===== config.mk =====
export PLATFORM = sky130hd
export DESIGN_NAME = hit_event_box_tracker_top_flat
export DESIGN_NICKNAME = d
export VERILOG_FILES = /design/src/hebt_pkg.sv /design/src/hebt_if.sv /design/src/hebt_box_table.sv /design/src/hebt_geom_unit.sv /design/src/hebt_seq.sv /design/src/hit_event_box_tracker_top.sv /design/src/flat_wrapper.sv
export VERILOG_INCLUDE_DIRS = /design/src /design/src/src
export SDC_FILE = /design/constraint.sdc
export NUM_CORES = 1
export LEC_CHECK = 0
export BUFFER_PORTS_ARGS = -buffer_cell sky130_fd_sc_hd__buf_2
export CORE_MARGIN = 4
export CORE_UTILIZATION = 45
export DETAILED_ROUTE_END_ITERATION = 7
export PLACE_DENSITY_LB_ADDON = 0.2
export SLEW_MARGIN = 15
export SYNTH_ARGS = -nofsm -noshare
export SYNTH_HDL_FRONTEND = slang
export SYNTH_HIERARCHICAL = 1
export SYNTH_SLANG_ARGS = --single-unit

===== constraint.sdc =====
create_clock -name clk -period 8.5 [get_ports clk]
set_input_delay 0.425 -clock clk [delete_from_list [all_inputs] [get_ports clk]]
set_output_delay 0.425 -clock clk [all_outputs]
set_load 0.01 [all_outputs]

===== src/hit_event_box_tracker_top_macros.svh =====
// Assertion macros shared by the box tracker RTL.
// Included by files that carry concurrent checks; no dependencies.
`ifndef HIT_EVENT_BOX_TRACKER_TOP_MACROS_SVH
`define HIT_EVENT_BOX_TRACKER_TOP_MACROS_SVH

// Same-cycle implication, disabled during reset.
`define HEBT_ASSERT_IMPL(lbl, clk, rstn, a, b, msg) \
    lbl: assert property (@(posedge clk) disable iff (!rstn) (a) |-> (b)) else $error(msg);

// Next-cycle implication, disabled during reset.
`define HEBT_ASSERT_NEXT(lbl, clk, rstn, a, b, msg) \
    lbl: assert property (@(posedge clk) disable iff (!rstn) (a) |=> (b)) else $error(msg);

`endif


===== src/hebt_pkg.sv =====
// Types and constants for the hit event box tracker.
// No dependencies; imported by every other file except the assertion macro header.
`default_nettype none

package hebt_pkg;

    localparam int COORD_W = 7;
    localparam int TIMER_W = 8;
    localparam int MAP_W   = 8;
    localparam int SLOT_W  = 3;
    localparam int SIZE_W  = 5;
    localparam int CNT_W   = 4;
    localparam int CFG_IDX_W = 2;

    localparam logic [CNT_W-1:0]     MAX_RESULTS = 4'd8;
    localparam logic [TIMER_W-1:0]   KEEP_MASK   = 8'h07;
    localparam logic [MAP_W-1:0]     MAP_WIDTH_RESET  = 8'd64;
    localparam logic [MAP_W-1:0]     MAP_HEIGHT_RESET = 8'd64;

    localparam logic [CFG_IDX_W-1:0] CFG_MAP_WIDTH  = 2'd0;
    localparam logic [CFG_IDX_W-1:0] CFG_MAP_HEIGHT = 2'd1;

    typedef logic [COORD_W-1:0] coord_t;
    typedef logic [TIMER_W-1:0] timer_t;
    typedef logic [MAP_W-1:0]   map_t;

    typedef enum logic [2:0] {
        S_IDLE,
        S_TICK,
        S_SCAN,
        S_REPORT,
        S_UPDATE
    } state_t;

    typedef enum logic [1:0] {
        MODE_GROW,
        MODE_NEW,
        MODE_EVICT
    } mode_t;

    typedef struct packed {
        coord_t left;
        coord_t right;
        coord_t upper;
        coord_t lower;
        timer_t timer;
    } slot_t;

    typedef struct packed {
        logic  en;
        logic  coord_en;
        slot_t data;
    } wr_t;

    typedef struct packed {
        logic   fit;
        coord_t org_x;
        coord_t org_y;
    } geom_t;

endpackage

`default_nettype wire


===== src/hebt_if.sv =====
// Valid/ready channel interfaces for hit items and repaint results.
// Depends on hebt_pkg.
`default_nettype none

interface hebt_item_if;
    import hebt_pkg::*;
    logic   valid;
    logic   ready;
    logic   kind;
    coord_t hit_x;
    coord_t hit_y;
    logic   tile_discovered;

    modport source (output valid, kind, hit_x, hit_y, tile_discovered, input ready);
    modport sink   (input valid, kind, hit_x, hit_y, tile_discovered, output ready);
endinterface

interface hebt_result_if;
    import hebt_pkg::*;
    logic              valid;
    logic              ready;
    logic [SLOT_W-1:0] slot;
    coord_t            outline_left;
    coord_t            outline_top;
    logic              last;

    modport source (output valid, slot, outline_left, outline_top, last, input ready);
    modport sink   (input valid, slot, outline_left, outline_top, last, output ready);
endinterface

`default_nettype wire


===== src/hebt_box_table.sv =====
// Slot table: box coordinates and timers, one combinational read port.
// Depends on hebt_pkg.
`default_nettype none

module hebt_box_table #(
    parameter int NUM_BOXES = 8,
    parameter int IDX_W     = 3
) (
    input  wire                      clk,
    input  wire                      rst_n,
    input  wire [IDX_W-1:0]          rd_idx,
    output hebt_pkg::slot_t          rd,
    input  wire [IDX_W-1:0]          wr_idx,
    input  wire hebt_pkg::wr_t       wr,
    output logic [NUM_BOXES-1:0]     expire_mask
);
    import hebt_pkg::*;

    coord_t left_reg  [NUM_BOXES];
    coord_t right_reg [NUM_BOXES];
    coord_t upper_reg [NUM_BOXES];
    coord_t lower_reg [NUM_BOXES];
    timer_t timer_reg [NUM_BOXES];

    always_ff @(posedge clk or negedge rst_n)
    begin
        if (!rst_n)
        begin
            for (int i = 0; i < NUM_BOXES; i++)
            begin
                timer_reg[i] <= '0;
            end
        end
        else if (wr.en)
        begin
            timer_reg[wr_idx] <= wr.data.timer;
        end
    end

    always_ff @(posedge clk)
    begin
        if (wr.en && wr.coord_en)
        begin
            left_reg[wr_idx]  <= wr.data.left;
            right_reg[wr_idx] <= wr.data.right;
            upper_reg[wr_idx] <= wr.data.upper;
            lower_reg[wr_idx] <= wr.data.lower;
        end
    end

    always_comb
    begin
        rd.left  = left_reg[rd_idx];
        rd.right = right_reg[rd_idx];
        rd.upper = upper_reg[rd_idx];
        rd.lower = lower_reg[rd_idx];
        rd.timer = timer_reg[rd_idx];
        for (int i = 0; i < NUM_BOXES; i++)
        begin
            expire_mask[i] = (timer_reg[i] == timer_t'(1));
        end
    end

endmodule

`default_nettype wire


===== src/hebt_geom_unit.sv =====
// Shared geometry unit: fit test and clamped outline origin for one slot.
// Depends on hebt_pkg.
`default_nettype none

module hebt_geom_unit #(
    parameter int BOX_WIDTH  = 8,
    parameter int BOX_HEIGHT = 5
) (
    input  wire hebt_pkg::slot_t  rd,
    input  wire hebt_pkg::coord_t hit_x,
    input  wire hebt_pkg::coord_t hit_y,
    input  wire hebt_pkg::map_t   map_w,
    input  wire hebt_pkg::map_t   map_h,
    output hebt_pkg::geom_t       geom
);
    import hebt_pkg::*;

    localparam logic [SIZE_W-1:0] BW = SIZE_W'(BOX_WIDTH);
    localparam logic [SIZE_W-1:0] BH = SIZE_W'(BOX_HEIGHT);

    function automatic logic fits_axis(coord_t p, coord_t lo, coord_t hi,
                                       logic [SIZE_W-1:0] size);
        logic signed [9:0] sp;
        logic signed [9:0] slo;
        logic signed [9:0] shi;
        logic signed [9:0] room;
        logic              res;
        sp   = $signed({3'b000, p});
        slo  = $signed({3'b000, lo});
        shi  = $signed({3'b000, hi});
        room = $signed({5'b00000, size}) - (shi - slo);
        if (sp >= slo && sp <= shi)
            res = 1'b1;
        else if (sp < slo)
            res = (slo - sp) < room;
        else
            res = (sp - shi) < room;
        return res;
    endfunction

    function automatic coord_t clamp_origin(coord_t lo, coord_t hi,
                                            logic [SIZE_W-1:0] size, map_t mapsz);
        logic signed [9:0] slo;
        logic signed [9:0] room;
        logic signed [9:0] half;
        logic signed [9:0] t;
        logic signed [9:0] lim;
        logic signed [9:0] res;
        slo  = $signed({3'b000, lo});
        room = $signed({5'b00000, size}) - ($signed({3'b000, hi}) - slo);
        // truncate toward zero
        half = room[9] ? ((room + 10'sd1) >>> 1) : (room >>> 1);
        t    = slo - half;
        lim  = $signed({2'b00, mapsz}) - $signed({5'b00000, size});
        if (lim < 10'sd0)
            lim = 10'sd0;
        if (t < 10'sd0)
            res = 10'sd0;
        else if (t > lim)
            res = lim;
        else
            res = t;
        return res[COORD_W-1:0];
    endfunction

    always_comb
    begin
        geom.fit   = fits_axis(hit_x, rd.left, rd.right, BW)
                     && fits_axis(hit_y, rd.upper, rd.lower, BH);
        geom.org_x = clamp_origin(rd.left, rd.right, BW, map_w);
        geom.org_y = clamp_origin(rd.upper, rd.lower, BH, map_h);
    end

endmodule

`default_nettype wire


===== src/hebt_seq.sv =====
// Sequencer: slot scan, tick countdown, table updates and the result register.
// Depends on hebt_pkg, hebt_if and the assertion macro header.
`default_nettype none
`include "hit_event_box_tracker_top_macros.svh"

module hebt_seq #(
    parameter int NUM_BOXES  = 8,
    parameter int HOLD_TICKS = 128,
    parameter int IDX_W      = 3
) (
    input  wire                  clk,
    input  wire                  rst_n,
    hebt_item_if.sink            item,
    hebt_result_if.source        result,
    output logic [IDX_W-1:0]     rd_idx,
    input  wire hebt_pkg::slot_t rd,
    input  wire hebt_pkg::geom_t geom,
    output logic [IDX_W-1:0]     wr_idx,
    output hebt_pkg::wr_t        wr,
    input  wire [NUM_BOXES-1:0]  expire_mask,
    output hebt_pkg::coord_t     hit_x,
    output hebt_pkg::coord_t     hit_y
);
    import hebt_pkg::*;

    localparam logic [IDX_W-1:0] LAST_IDX = IDX_W'(NUM_BOXES - 1);
    localparam timer_t           HOLD     = TIMER_W'(HOLD_TICKS);

    state_t               state_reg, state_next;
    mode_t                mode_reg, mode_next;
    logic [IDX_W-1:0]     idx_reg, idx_next;
    logic [IDX_W-1:0]     chosen_reg, chosen_next;
    logic [IDX_W-1:0]     free_idx_reg, free_idx_next;
    logic [IDX_W-1:0]     min_idx_reg, min_idx_next;
    logic                 free_found_reg, free_found_next;
    timer_t               best_reg, best_next;
    logic [CNT_W-1:0]     cnt_reg, cnt_next;
    logic [NUM_BOXES-1:0] mask_reg, mask_next;
    coord_t               x_reg, x_next;
    coord_t               y_reg, y_next;

    logic                 res_valid_reg, res_valid_next;
    logic [SLOT_W-1:0]    res_slot_reg, res_slot_next;
    coord_t               res_left_reg, res_left_next;
    coord_t               res_top_reg, res_top_next;
    logic                 res_last_reg, res_last_next;

    logic                 out_free;
    logic                 load;
    logic                 load_last;
    logic [IDX_W-1:0]     load_idx;
    logic [IDX_W+SLOT_W-1:0] slot_ext;
    logic [NUM_BOXES-1:0] cur_bit;
    logic [NUM_BOXES-1:0] rest;
    logic                 active;
    logic                 expire;
    logic                 report_now;
    logic                 take_min;

    assign out_free   = !res_valid_reg || result.ready;
    assign item.ready = (state_reg == S_IDLE);
    assign hit_x      = x_reg;
    assign hit_y      = y_reg;

    assign result.valid        = res_valid_reg;
    assign result.slot         = res_slot_reg;
    assign result.outline_left = res_left_reg;
    assign result.outline_top  = res_top_reg;
    assign result.last         = res_last_reg;

    always_ff @(posedge clk or negedge rst_n)
    begin
        if (!rst_n)
        begin
            state_reg      <= S_IDLE;
            mode_reg       <= MODE_NEW;
            idx_reg        <= '0;
            chosen_reg     <= '0;
            free_idx_reg   <= '0;
            min_idx_reg    <= '0;
            free_found_reg <= 1'b0;
            best_reg       <= '0;
            cnt_reg        <= '0;
            mask_reg       <= '0;
            res_valid_reg  <= 1'b0;
        end
        else
        begin
            state_reg      <= state_next;
            mode_reg       <= mode_next;
            idx_reg        <= idx_next;
            chosen_reg     <= chosen_next;
            free_idx_reg   <= free_idx_next;
            min_idx_reg    <= min_idx_next;
            free_found_reg <= free_found_next;
            best_reg       <= best_next;
            cnt_reg        <= cnt_next;
            mask_reg       <= mask_next;
            res_valid_reg  <= res_valid_next;
        end
    end

    always_ff @(posedge clk)
    begin
        x_reg        <= x_next;
        y_reg        <= y_next;
        res_slot_reg <= res_slot_next;
        res_left_reg <= res_left_next;
        res_top_reg  <= res_top_next;
        res_last_reg <= res_last_next;
    end

    always_comb
    begin
        state_next      = state_reg;
        mode_next       = mode_reg;
        idx_next        = idx_reg;
        chosen_next     = chosen_reg;
        free_idx_next   = free_idx_reg;
        min_idx_next    = min_idx_reg;
        free_found_next = free_found_reg;
        best_next       = best_reg;
        cnt_next        = cnt_reg;
        mask_next       = mask_reg;
        x_next          = x_reg;
        y_next          = y_reg;

        load      = 1'b0;
        load_last = 1'b1;
        load_idx  = chosen_reg;

        wr        = '0;
        wr_idx    = idx_reg;

        rd_idx = (state_reg == S_REPORT || state_reg == S_UPDATE) ? chosen_reg : idx_reg;

        cur_bit = '0;
        cur_bit[idx_reg] = 1'b1;
        rest       = mask_reg & ~cur_bit;
        active     = (rd.timer != '0);
        expire     = (rd.timer == timer_t'(1));
        report_now = expire && (cnt_reg < MAX_RESULTS);
        take_min   = (idx_reg == '0) || (rd.timer <= best_reg);

        case (state_reg)
            S_IDLE:
            begin
                if (item.valid)
                begin
                    x_next          = item.hit_x;
                    y_next          = item.hit_y;
                    idx_next        = '0;
                    cnt_next        = '0;
                    free_found_next = 1'b0;
                    mask_next       = expire_mask;
                    if (item.kind)
                        state_next = S_TICK;
                    else if (item.tile_discovered)
                        state_next = S_SCAN;
                end
            end

            S_TICK:
            begin
                if (!(report_now && !out_free))
                begin
                    if (active)
                    begin
                        wr.en         = 1'b1;
                        wr.data.timer = rd.timer - timer_t'(1);
                    end
                    if (report_now)
                    begin
                        load      = 1'b1;
                        load_idx  = idx_reg;
                        load_last = (rest == '0) || (cnt_reg == MAX_RESULTS - CNT_W'(1));
                        cnt_next  = cnt_reg + CNT_W'(1);
                    end
                    mask_next = rest;
                    if (idx_reg == LAST_IDX)
                        state_next = S_IDLE;
                    else
                        idx_next = idx_reg + IDX_W'(1);
                end
            end

            S_SCAN:
            begin
                if (!active && !free_found_reg)
                begin
                    free_found_next = 1'b1;
                    free_idx_next   = idx_reg;
                end
                if (take_min)
                begin
                    min_idx_next = idx_reg;
                    best_next    = rd.timer;
                end
                if (active && geom.fit)
                begin
                    chosen_next = idx_reg;
                    mode_next   = MODE_GROW;
                    state_next  = S_REPORT;
                end
                else if (idx_reg == LAST_IDX)
                begin
                    if (free_found_next)
                    begin
                        chosen_next = free_idx_next;
                        mode_next   = MODE_NEW;
                        state_next  = S_UPDATE;
                    end
                    else
                    begin
                        chosen_next = min_idx_next;
                        mode_next   = MODE_EVICT;
                        state_next  = S_REPORT;
                    end
                end
                else
                begin
                    idx_next = idx_reg + IDX_W'(1);
                end
            end

            S_REPORT:
            begin
                if (out_free)
                begin
                    load       = 1'b1;
                    state_next = S_UPDATE;
                end
            end

            S_UPDATE:
            begin
                wr.en       = 1'b1;
                wr.coord_en = 1'b1;
                wr_idx      = chosen_reg;
                if (mode_reg == MODE_GROW)
                begin
                    wr.data.left  = (x_reg < rd.left)  ? x_reg : rd.left;
                    wr.data.right = (x_reg > rd.right) ? x_reg : rd.right;
                    wr.data.upper = (y_reg < rd.upper) ? y_reg : rd.upper;
                    wr.data.lower = (y_reg > rd.lower) ? y_reg : rd.lower;
                    wr.data.timer = (rd.timer & KEEP_MASK) + HOLD;
                end
                else
                begin
                    wr.data.left  = x_reg;
                    wr.data.right = x_reg;
                    wr.data.upper = y_reg;
                    wr.data.lower = y_reg;
                    wr.data.timer = HOLD;
                end
                state_next = S_IDLE;
            end

            default:
            begin
                state_next = S_IDLE;
            end
        endcase
    end

    always_comb
    begin
        slot_ext       = {{SLOT_W{1'b0}}, load_idx};
        res_valid_next = load || (res_valid_reg && !result.ready);
        res_slot_next  = res_slot_reg;
        res_left_next  = res_left_reg;
        res_top_next   = res_top_reg;
        res_last_next  = res_last_reg;
        if (load)
        begin
            res_slot_next = slot_ext[SLOT_W-1:0];
            res_left_next = geom.org_x;
            res_top_next  = geom.org_y;
            res_last_next = load_last;
        end
    end

    `HEBT_ASSERT_IMPL(a_idle_no_write, clk, rst_n, state_reg == S_IDLE, !wr.en, "table written while idle")
    `HEBT_ASSERT_IMPL(a_cnt_cap, clk, rst_n, state_reg == S_TICK, cnt_reg <= MAX_RESULTS, "tick result count above limit")
    `HEBT_ASSERT_IMPL(a_grow_active, clk, rst_n, state_reg == S_UPDATE && mode_reg == MODE_GROW, rd.timer != '0, "growing a free slot")
    `HEBT_ASSERT_IMPL(a_update_live, clk, rst_n, state_reg == S_UPDATE, wr.en && wr.coord_en && wr.data.timer != '0, "updated slot left free")
    `HEBT_ASSERT_NEXT(a_report_loads, clk, rst_n, state_reg == S_REPORT && out_free, res_valid_reg && res_last_reg, "hit report not registered")

endmodule

`default_nettype wire


===== src/hit_event_box_tracker_top.sv =====
// Top level of the hit event box tracker: map registers, slot table,
// geometry unit and sequencer. Depends on hebt_pkg, hebt_if and the submodules.
//
//  channel  | dir | handshake      | payload
//  item     | in  | valid/ready    | kind, hit_x, hit_y, tile_discovered
//  result   | out | valid/ready    | slot, outline_left, outline_top, last
//  wr_*     | in  | wr_en only     | wr_index, wr_data (map_width, map_height)
//
// Every transaction is accepted in the idle state.
// A tick then walks every slot through the table port, one slot counted down per cycle
// unless a stalled result register holds it. A hit then scans up to NUM_BOXES slots, then
// reports when it grows or evicts a box, then updates; an undiscovered hit is only accepted.
// Reset clears all timers at once, so every slot is free; no clearing pass.
// A stalled result register holds the sequencer on the cycle that would load it.
`default_nettype none

module hit_event_box_tracker_top #(
    parameter int NUM_BOXES  = 8,
    parameter int HOLD_TICKS = 128,
    parameter int BOX_WIDTH  = 8,
    parameter int BOX_HEIGHT = 5
) (
    input  wire                              clk,
    input  wire                              rst_n,
    hebt_item_if.sink                        item,
    hebt_result_if.source                    result,
    input  wire                              wr_en,
    input  wire [hebt_pkg::CFG_IDX_W-1:0]    wr_index,
    input  wire [hebt_pkg::MAP_W-1:0]        wr_data
);
    import hebt_pkg::*;

    localparam int IDX_W = (NUM_BOXES > 1) ? $clog2(NUM_BOXES) : 1;

    map_t                 map_w_reg;
    map_t                 map_h_reg;
    logic [IDX_W-1:0]     rd_idx;
    logic [IDX_W-1:0]     wr_idx;
    slot_t                rd;
    wr_t                  wr;
    geom_t                geom;
    logic [NUM_BOXES-1:0] expire_mask;
    coord_t               hit_x;
    coord_t               hit_y;

    always_ff @(posedge clk or negedge rst_n)
    begin
        if (!rst_n)
        begin
            map_w_reg <= MAP_WIDTH_RESET;
            map_h_reg <= MAP_HEIGHT_RESET;
        end
        else if (wr_en)
        begin
            case (wr_index)
                CFG_MAP_WIDTH:  map_w_reg <= wr_data;
                CFG_MAP_HEIGHT: map_h_reg <= wr_data;
                default:        ;
            endcase
        end
    end

    hebt_box_table #(
        .NUM_BOXES (NUM_BOXES),
        .IDX_W     (IDX_W)
    ) u_table (
        .clk         (clk),
        .rst_n       (rst_n),
        .rd_idx      (rd_idx),
        .rd          (rd),
        .wr_idx      (wr_idx),
        .wr          (wr),
        .expire_mask (expire_mask)
    );

    hebt_geom_unit #(
        .BOX_WIDTH  (BOX_WIDTH),
        .BOX_HEIGHT (BOX_HEIGHT)
    ) u_geom (
        .rd    (rd),
        .hit_x (hit_x),
        .hit_y (hit_y),
        .map_w (map_w_reg),
        .map_h (map_h_reg),
        .geom  (geom)
    );

    hebt_seq #(
        .NUM_BOXES  (NUM_BOXES),
        .HOLD_TICKS (HOLD_TICKS),
        .IDX_W      (IDX_W)
    ) u_seq (
        .clk         (clk),
        .rst_n       (rst_n),
        .item        (item),
        .result      (result),
        .rd_idx      (rd_idx),
        .rd          (rd),
        .geom        (geom),
        .wr_idx      (wr_idx),
        .wr          (wr),
        .expire_mask (expire_mask),
        .hit_x       (hit_x),
        .hit_y       (hit_y)
    );

endmodule

`default_nettype wire


===== src/flat_wrapper.sv =====
// flat-port wrapper written by rule: the top's interface ports become plain ports
module hit_event_box_tracker_top_flat import hebt_pkg::*;
#(
    parameter int NUM_BOXES  = 8,
    parameter int HOLD_TICKS = 128,
    parameter int BOX_WIDTH  = 8,
    parameter int BOX_HEIGHT = 5
)
  (clk, rst_n, wr_en, wr_index, wr_data, item_valid, item_kind, item_hit_x, item_hit_y, item_tile_discovered, item_ready, result_valid, result_slot, result_outline_left, result_outline_top, result_last, result_ready);
  hebt_item_if item_i ();
  hebt_result_if result_i ();
  input  wire clk;
  input  wire rst_n;
  input  wire wr_en;
  input  wire [hebt_pkg::CFG_IDX_W-1:0] wr_index;
  input  wire [hebt_pkg::MAP_W-1:0] wr_data;
  input wire logic [$bits(item_i.valid)-1:0] item_valid;
  input wire logic [$bits(item_i.kind)-1:0] item_kind;
  input wire logic [$bits(item_i.hit_x)-1:0] item_hit_x;
  input wire logic [$bits(item_i.hit_y)-1:0] item_hit_y;
  input wire logic [$bits(item_i.tile_discovered)-1:0] item_tile_discovered;
  output wire logic [$bits(item_i.ready)-1:0] item_ready;
  output wire logic [$bits(result_i.valid)-1:0] result_valid;
  output wire logic [$bits(result_i.slot)-1:0] result_slot;
  output wire logic [$bits(result_i.outline_left)-1:0] result_outline_left;
  output wire logic [$bits(result_i.outline_top)-1:0] result_outline_top;
  output wire logic [$bits(result_i.last)-1:0] result_last;
  input wire logic [$bits(result_i.ready)-1:0] result_ready;
  assign item_i.valid = item_valid;
  assign item_i.kind = item_kind;
  assign item_i.hit_x = item_hit_x;
  assign item_i.hit_y = item_hit_y;
  assign item_i.tile_discovered = item_tile_discovered;
  assign item_ready = item_i.ready;
  assign result_valid = result_i.valid;
  assign result_slot = result_i.slot;
  assign result_outline_left = result_i.outline_left;
  assign result_outline_top = result_i.outline_top;
  assign result_last = result_i.last;
  assign result_i.ready = result_ready;
  hit_event_box_tracker_top #(.NUM_BOXES(NUM_BOXES), .HOLD_TICKS(HOLD_TICKS), .BOX_WIDTH(BOX_WIDTH), .BOX_HEIGHT(BOX_HEIGHT)) u_core (.clk(clk), .rst_n(rst_n), .item(item_i), .result(result_i), .wr_en(wr_en), .wr_index(wr_index), .wr_data(wr_data));
endmodule

# ---- Yosys cells after proc, flatten, opt, wreduce, memory -nomap -nowiden
# Memory sizes are Yosys's and may differ from the RTL's.
# Cells that the tools add are included.
# W data, S select, Z words.
dict set report totals {
  register_bits 151
  memories 4
  output_inout_bits 20
  elab_cells 223
  mem_bits_rw 224
}
# name depth width read_ports rd_clocked_by_memory_dff wr line_no
set mem_list {}
lappend mem_list {u_core.u_table.left_reg 8 7 1 0 1 hebt_box_table.sv:19} ;# coord_t left_reg [NUM_BOXES];
lappend mem_list {u_core.u_table.lower_reg 8 7 1 0 1 hebt_box_table.sv:22} ;# coord_t lower_reg [NUM_BOXES];
lappend mem_list {u_core.u_table.right_reg 8 7 1 0 1 hebt_box_table.sv:20} ;# coord_t right_reg [NUM_BOXES];
lappend mem_list {u_core.u_table.upper_reg 8 7 1 0 1 hebt_box_table.sv:21} ;# coord_t upper_reg [NUM_BOXES];
dict set report classes {
  order_cmp 27
  n_reduce_logical 42
  bitwise_logic 6
  n_mux 75
  eq_ne 24
  add_sub_neg 18
}
# op n
set op_table {}
lappend op_table {{$eq A8 B1 Y1 const B} 9}
lappend op_table {{$mux W3} 23}
lappend op_table {{$bwmux W64} 1}
lappend op_table {{$mux W8} 7}
lappend op_table {{$sub A7 B7 Y8} 6}
lappend op_table {{$mux W7} 6}
lappend op_table {{$mux W10} 4}
lappend op_table {{$mux W36} 1}
lappend op_table {{$pmux W8 S2} 2}
lappend op_table {{$mux W29} 1}
lappend op_table {{$lt A7 B7 Y1} 4}
lappend op_table {{$bmux W8 S3} 1}
lappend op_table {{$demux W8 S3} 1}
lappend op_table {{$gt A10 B10 Y1} 2}
lappend op_table {{$lt A10 B1 Y1 const B} 2}
lappend op_table {{$lt A8 B10 Y1} 2}
lappend op_table {{$sub A8 B10 Y10} 2}
lappend op_table {{$lt A8 B9 Y1} 2}
lappend op_table {{$lt A9 B1 Y1 const B} 2}
lappend op_table {{$mux W1} 15}
lappend op_table {{$ge A7 B7 Y1} 2}
lappend op_table {{$gt A7 B7 Y1} 2}
lappend op_table {{$le A7 B7 Y1} 2}
lappend op_table {{$mux W4} 3}
lappend op_table {{other kinds (47)} 90}

# ---- Depth between registers and ports, before layout
# Gate-level depths: netlist of the first run.
dict set report logic_depth {
  ltp_word 16
  mapped_depth 38
  ltp_nobuf 34
}

# ---- By module
# Netlist of the first run, hierarchy kept.
# mod cells_each seq_area_each_um2 instances area_each_um2
set modules_own_cells {}
lappend modules_own_cells {hebt_box_table 528 8328.0 1 11743.8}
lappend modules_own_cells {hebt_seq 528 1938.1 1 4904.7}
lappend modules_own_cells {hebt_geom_unit 645 0.0 1 4817.1}
lappend modules_own_cells {hit_event_box_tracker_top 34 402.9 1 613.1}

# ---- Worst setup path after synthesis of the first run
# No wires, ideal clock.
dict set report synth_path {
  path_kind {reg2reg}
  start {register u_core.u_seq.state_reg[2]}
  end {register u_core.u_seq.res_top_reg[6], in the netlist u_core/u_seq/result.outline_top[6], data pin}
  path_stages_with_launch 36
  synth_period_minus_slack_ps 7507
  setup_time_ps 139
  path_slack_ps 993
  required_time_ps 8361
  t_arrival_ps 7368
  path_cell_list {dfrtp_1 clkbuf_1 buf_1 nor2_1 a22o_1 a22oi_1 nand2_1 buf_6 buf_6 mux4_1 mux2_2 ha_1 fa_1 nor2b_1 o22a_1 xor2_2 a2111oi_2 nor2_1 inv_1 o21ai_0 ha_1 nor2b_1 o21ai_0 a21boi_0 nor3_1 o21bai_1 a21o_1 xor2_1 ha_1 nand4_1 o22ai_1 a21oi_1 a221oi_1 o31ai_4 mux2_1 nor2_1}
}
# element line_no
set synth_rtl {}
lappend synth_rtl {{from (decl)} hebt_seq.sv:29} ;# state_t state_reg, state_next;
lappend synth_rtl {{from (signal assigned)} hebt_seq.sv:89} ;# state_reg <= state_next;
lappend synth_rtl {{to (signal assigned)} hebt_seq.sv:109} ;# res_top_reg <= res_top_next;
lappend synth_rtl {{to (decl)} hebt_seq.sv:45} ;# coord_t res_top_reg, res_top_next;

==> results.toml, run 1 <==
[floorplanning]
initial_core_util = 0.459
die_height_um = 230
pin_count = 51
dieArea_um2 = 52700
chipWidth_um = 230
coreArea_um2 = 48100
rows = 80

[timing]
fmax_mhz = 126
final.min_clock_period_ns = 7.91
maxSlewViolCount = 0
fin_setup_tns_ns = 0
finClkSkew_ns = 0.0142
finalSetupViolCount = 0
max_slew_margin = 0.202
fin_crit_sh = 0.930
rsz0062_at_grt = "no"
tightest_slew_ns = 1.18
hold_violations = 0

[status]
violations = "design-rule violations"
status = "complete, but fails checks"

[clock_network]
clk_pin_slew_ns = 0.06
cts_max_path_buffers = 3
cts-root-buf = "clkbuf_16"
htree_levels = 2
clock_sinks = 375
insertion_delay_ns = 0.55
cts_tree = "built"
cts-buffers-inserted = 40

[global_route]
grt_pass1_wl_um = 82300
grt_use_total = 0.197
grt_antenna_before_repair = 1
grt_pass1_vias = 14471
grt_max_degree = 75
overflow = 0

[setup_path]
reg2reg_setup_slack_ns = 0.59
critPathMaxFanout = 17
cp_num_buf_inv = 4
slowest_delay_ns = 0.58
worstPathArrival_ns = 8.31
startpoint_type = "flip-flop"
crit_type = "flip-flop to flip-flop"
crit_family = "compound AO/OA/AOI/OAI gates"
crit_path_end_kind = "flip-flop"
worstPathRequired_ns = 8.90
crit_path_top_delay_cell = "fa_1"

[synthesis]
async_reset_ff_frac = 0.317
yosys-top-cells-area = "edfxtp_1 (35%), dfrtp_1 (13%), ha_1 (8.6%)"
syn_area_um2 = 22100
synth_edf_count = 256
syn_nets = 1926
ys.flop_type = "edfxtp_1"
ys_ff_latch = 375
synthDominantCellAreaShare = 0.348
synthCells = 1735
synth_warnings = 6
ys_types = 105
avgSynthCellArea_um2 = 12.7
yosysSeqAreaShare = 0.483
yosysTopAreaCell = "edfxtp_1"

[placed_design]
port_buffers = 50
place.gp.congestion = 0.875
post_dp_cell_area_um2 = 23300
dp_cells = 2433
hpwl_um = 36400

[run]
cap_violations = 0

[detailed_routing]
drc = 2
routed_via_density = 5.73
dr_total_vias = 14462
post_drt_wl_per_cell_um = 20.8
drt_first_pass_iters = 7
drt_wl_total_um = 52500
drt_iter0_markers = 1215
ant_nets = 0

[final_layout]
fin_cells = 2523
drive_gt1_frac = 0.197
stdcell_area_um2 = 24700
largest_reg_flops = 64
fin_nets = 2027
nFillCells = 4079
syn_to_final_growth_pct = 11.8

[hold_path]
hold_class = "primary input to flip-flop"
-- logic make-up after synthesis --
kind of cell,Yosys count,synth area share
DFF,375,0.483
adders and majority gates,160,0.0934
xor gates and xnor gates,67,0.0296
and+or+nand+nor,405,0.0958
buffers and inverters,183,0.0346
muxes,241,0.167
AOI/OAI and AO/OA,304,0.0963
-- timing repair --
action / 4_1_cts / 5_1_grt
endpoints found under the setup margin: 0 / 14
hold buffers: 1 / 0
resized for setup: 0 / 5
hold endpoints to repair: 42 / 0
buffers inserted: 0 / 16
-- worst register-to-register path, delay by kind of cell (launching register included) --
| family | cells | cell delay, ns |
|---|---|---|
| AO/OA/AOI/OAI | 14 | 2.76 |
| XOR/XNOR | 1 | 0.16 |
| adder cells (fa/ha/maj) | 4 | 1.45 |
| buffers and inverters | 4 | 0.75 |
| flip-flops | 1 | 0.47 |
| multiplexers | 3 | 1.14 |
| AND/OR/NAND/NOR | 8 | 1.05 |
-- cell usage in the layout, fill, tap and decap left out, types with 35 or more instances in the layout --
cell	count
edfxtp_1	256
ha_1	152
mux2_2	130
inv_1	129
dfrtp_1	115
nand2_1	107
nor2_1	89
a21oi_1	68
buf_4	60
mux4_1	55
o21ai_0	53
buf_2	49
clkbuf_16	40
a21o_1	36
xnor2_1	35
mux2i_1	35
-- worst paths after layout --
path / start / endpoint / depth (start not counted)
max in group asynchronous: rst_n / u_core/u_seq/best_reg[3] / 3
min in group asynchronous: rst_n / u_core/map_h_reg[7] / 2
worst max register to register: u_core/u_seq/state_reg[0] / u_core/u_seq/result.outline_top[6] / 34
worst min register to register: u_core/u_seq/best_reg[6] / u_core/u_seq/best_reg[6] / 1
worst min-delay path: item_hit_x[2] / u_core/u_seq/hit_x[2] / 1
worst max-delay path: u_core/u_seq/state_reg[0] / u_core/u_seq/result.outline_top[6] / 34
-- layer usage --
layer	vias to the layer above	track usage	routed length, µm
li1	6840	-	-
met4	2	0.0418	895
met1	7161	0.288	24900
met2	385	0.306	23600
met5	-	0	13
met3	74	0.0391	3100
-- through the flow --
step	worst slack (ns)	hold slack, ns	util
finish	0.595	0.0456	0.513
global route	0.0422	0.0134	0.513
CTS	0.365	0.00970	0.510
detailed placement	0.406	0.479	0.483
global placement	0.511	0.470	0.483
floorplan	0.993	0.129	-
-- synthesized netlist by cell type (13+ instances only) --
| cell type | count |
|---|---|
| xnor2_1 | 35 |
| o211ai_1 | 15 |
| a21o_1 | 36 |
| edfxtp_1 | 256 |
| mux4_2 | 17 |
| clkbuf_1 | 17 |
| o21ai_0 | 55 |
| nor4_1 | 15 |
| nor3_1 | 22 |
| ha_1 | 152 |
| buf_2 | 13 |
| nand4_1 | 19 |
| inv_1 | 129 |
| mux2i_1 | 35 |
| buf_1 | 13 |
| o21a_1 | 15 |
| xor2_1 | 25 |
| a21oi_1 | 69 |
| nor2_1 | 95 |
| nor2b_1 | 21 |
| nand2b_1 | 16 |
| mux2_2 | 130 |
| nand2_1 | 110 |
| mux4_1 | 55 |
| nand3_1 | 27 |
| dfrtp_1 | 116 |
-- cell type report --
cell class / count / area, µm² / area share
Clock buffer: 55 / 1070 / 0.0432
Clock inverter: 17 / 183 / 0.00740
Antenna cell: 1 / 2.50 / 0.000101
Tap cell: 656 / 821 / 0.0332
Multi-Input combinational cell: 1177 / 10700 / 0.435
Sequential cell: 375 / 10700 / 0.432
Timing Repair Buffer: 110 / 706 / 0.0286
Inverter: 132 / 495 / 0.0201
Power of run 1 is left out: the tool's default activity adds up to more than one toggle a clock period on the data nets, which glitch-free logic cannot reach.
==> inputs of run 2 (changes only) <==
- CTS_BUF_LIST: unset -> sky130_fd_sc_hd__clkbuf_4 sky130_fd_sc_hd__clkbuf_8
==> results.toml, run 2 (same netlist as run 1, synthesis figures left out) <==
[status]
status = "complete, but fails checks"
violations = "design-rule violations"

[setup_path]
crit_path_end_kind = "flip-flop"
crit_path_end = "u_core/u_seq/result.outline_top[6]"
crit_type = "flip-flop to flip-flop"
cp.depth = 34
reg2reg_from = "u_core/u_seq/state_reg[0]"
crit_family = "compound AO/OA/AOI/OAI gates"
worst_r2r_endpoint = "u_core/u_seq/result.outline_top[6]"
crit_path_top_delay_cell = "fa_1"
worstPathArrival_ns = 8.43
startpoint_type = "flip-flop"
critPathMaxFanout = 17
slowest_delay_ns = 0.58
reg2reg_setup_slack_ns = 0.57
worstPathRequired_ns = 9.00
cp_num_buf_inv = 4
rr_worst_depth = 34
crit_start = "u_core/u_seq/state_reg[0]"

[final_layout]
fin_cells = 2588
final_common_cell = "edfxtp_1"
drive_gt1_frac = 0.217
most-common-layout-cells = "edfxtp_1 (256), ha_1 (152), mux2_2 (130)"
syn_to_final_growth_pct = 13.4
seq_area_um2 = 10700
multi_input_area_um2 = 10700
largest_reg_flops = 64
nFillCells = 4079
fin_nets = 2069

[floorplanning]
rows = 80
pin_count = 51
dieArea_um2 = 52700
initial_core_util = 0.459
chipWidth_um = 230
die_height_um = 230
coreArea_um2 = 48100

[timing]
hold_violations = 0
maxSlewViolCount = 0
finClkSkew_ns = 0.0343
fin_setup_tns_ns = 0
finalSetupViolCount = 0
max_slew_margin = 0.197
fin_crit_sh = 0.933
whs_ns = 0.0558
rsz0062_at_grt = "no"
fmax_mhz = 126
final.min_clock_period_ns = 7.93
tightest_slew_ns = 1.19

[clock_network]
clock_sinks = 375
insertion_delay_ns = 0.68
clk_pin_slew_ns = 0.06
cts_max_path_buffers = 3
htree_levels = 2
cts_tree = "built"
cts-root-buf = "clkbuf_8"
cts-buffers-inserted = 61

[run]
cap_violations = 0

[detailed_routing]
ant_nets = 0
drt_iter0_markers = 1116
drt_first_pass_iters = 8
routed_via_density = 5.69
drc = 3
post_drt_wl_per_cell_um = 20.5
dr_total_vias = 14732
drt_wl_total_um = 53200

[placed_design]
port_buffers = 50
dp_cells = 2433
place.gp.congestion = 0.875
hpwl_um = 36400

[hold_path]
hold_class = "primary input to flip-flop"

[global_route]
grt_pass1_wl_um = 83400
grt_pass1_vias = 14780
grt_max_degree = 75
overflow = 0
grt_antenna_before_repair = 1
grt_use_total = 0.199
## run 2: changes by cell type in the layout (fill, tap and decap cells not counted), moves of 5 or more
cell           delta
clkbuf_16        -40
dlygate4sd3_1    +21
clkbuf_1         -14
clkbuf_4         +22
clkbuf_8         +63
clkinv_1          +5
## run 2: cell type report
| type | instances | share of cell area |
|---|---|---|
| inverter | 132 | 0.0198 |
| multi-input combinational | 1177 | 0.429 |
| timing repair buffer | 131 | 0.0366 |
| clock inverter | 28 | 0.0132 |
| tap | 656 | 0.0328 |
| clock buffer | 86 | 0.0418 |
| sequential | 375 | 0.426 |
| antenna | 3 | 0.000300 |
## run 2: stage by stage
step,setup slack (ns),utilization,area [µm²]
3_5_place_dp,0.406,0.483,23300
2_1_floorplan,0.993,-,22100
5_1_grt,0.0155,0.520,25000
3_3_place_gp,0.511,0.483,23300
6_report,0.573,0.520,25000
4_1_cts,0.329,0.517,24900
## run 2: worst min-delay path by stage
stage                                   startpoint                  endpoint  slack (ns)  cells past startpoint
after floorplan                              rst_n       u_core/map_h_reg[0]        0.13                      0
after global placement                       rst_n       u_core/map_h_reg[4]        0.47                      1
after detailed placement  u_core/u_seq/best_reg[6]  u_core/u_seq/best_reg[6]        0.48                      1
after CTS                               wr_data[1]       u_core/map_w_reg[1]       0.009                      2
after global routing                    wr_data[1]       u_core/map_w_reg[1]        0.02                      2
final                                   wr_data[1]       u_core/map_w_reg[1]        0.06                      2
## run 2: per-layer routing
metal / track usage / routed length, µm
met4: 0.0456 / 850
met2: 0.311 / 24100
met1: 0.288 / 25000
met5: 0 / 15
met3: 0.0405 / 3220
## run 2: timing repair
action	4_1_cts	5_1_grt
hold buffers	22	0
resized for setup	0	5
endpoints found under the hold margin	67	0
setup buffers	0	16
endpoints found under the setup margin	0	14
## run 2: worst register-to-register path, delay by kind of cell, from the launching register on
| family | cells | cell delay, ns |
|---|---|---|
| AND/OR/NAND/NOR | 8 | 1.05 |
| multiplexers | 3 | 1.14 |
| XOR/XNOR | 1 | 0.16 |
| adder cells (fa/ha/maj) | 4 | 1.45 |
| buffers and inverters | 4 | 0.75 |
| AO/OA/AOI/OAI | 14 | 2.77 |
| flip-flops | 1 | 0.47 |
Power of run 2 is left out for the same reason.
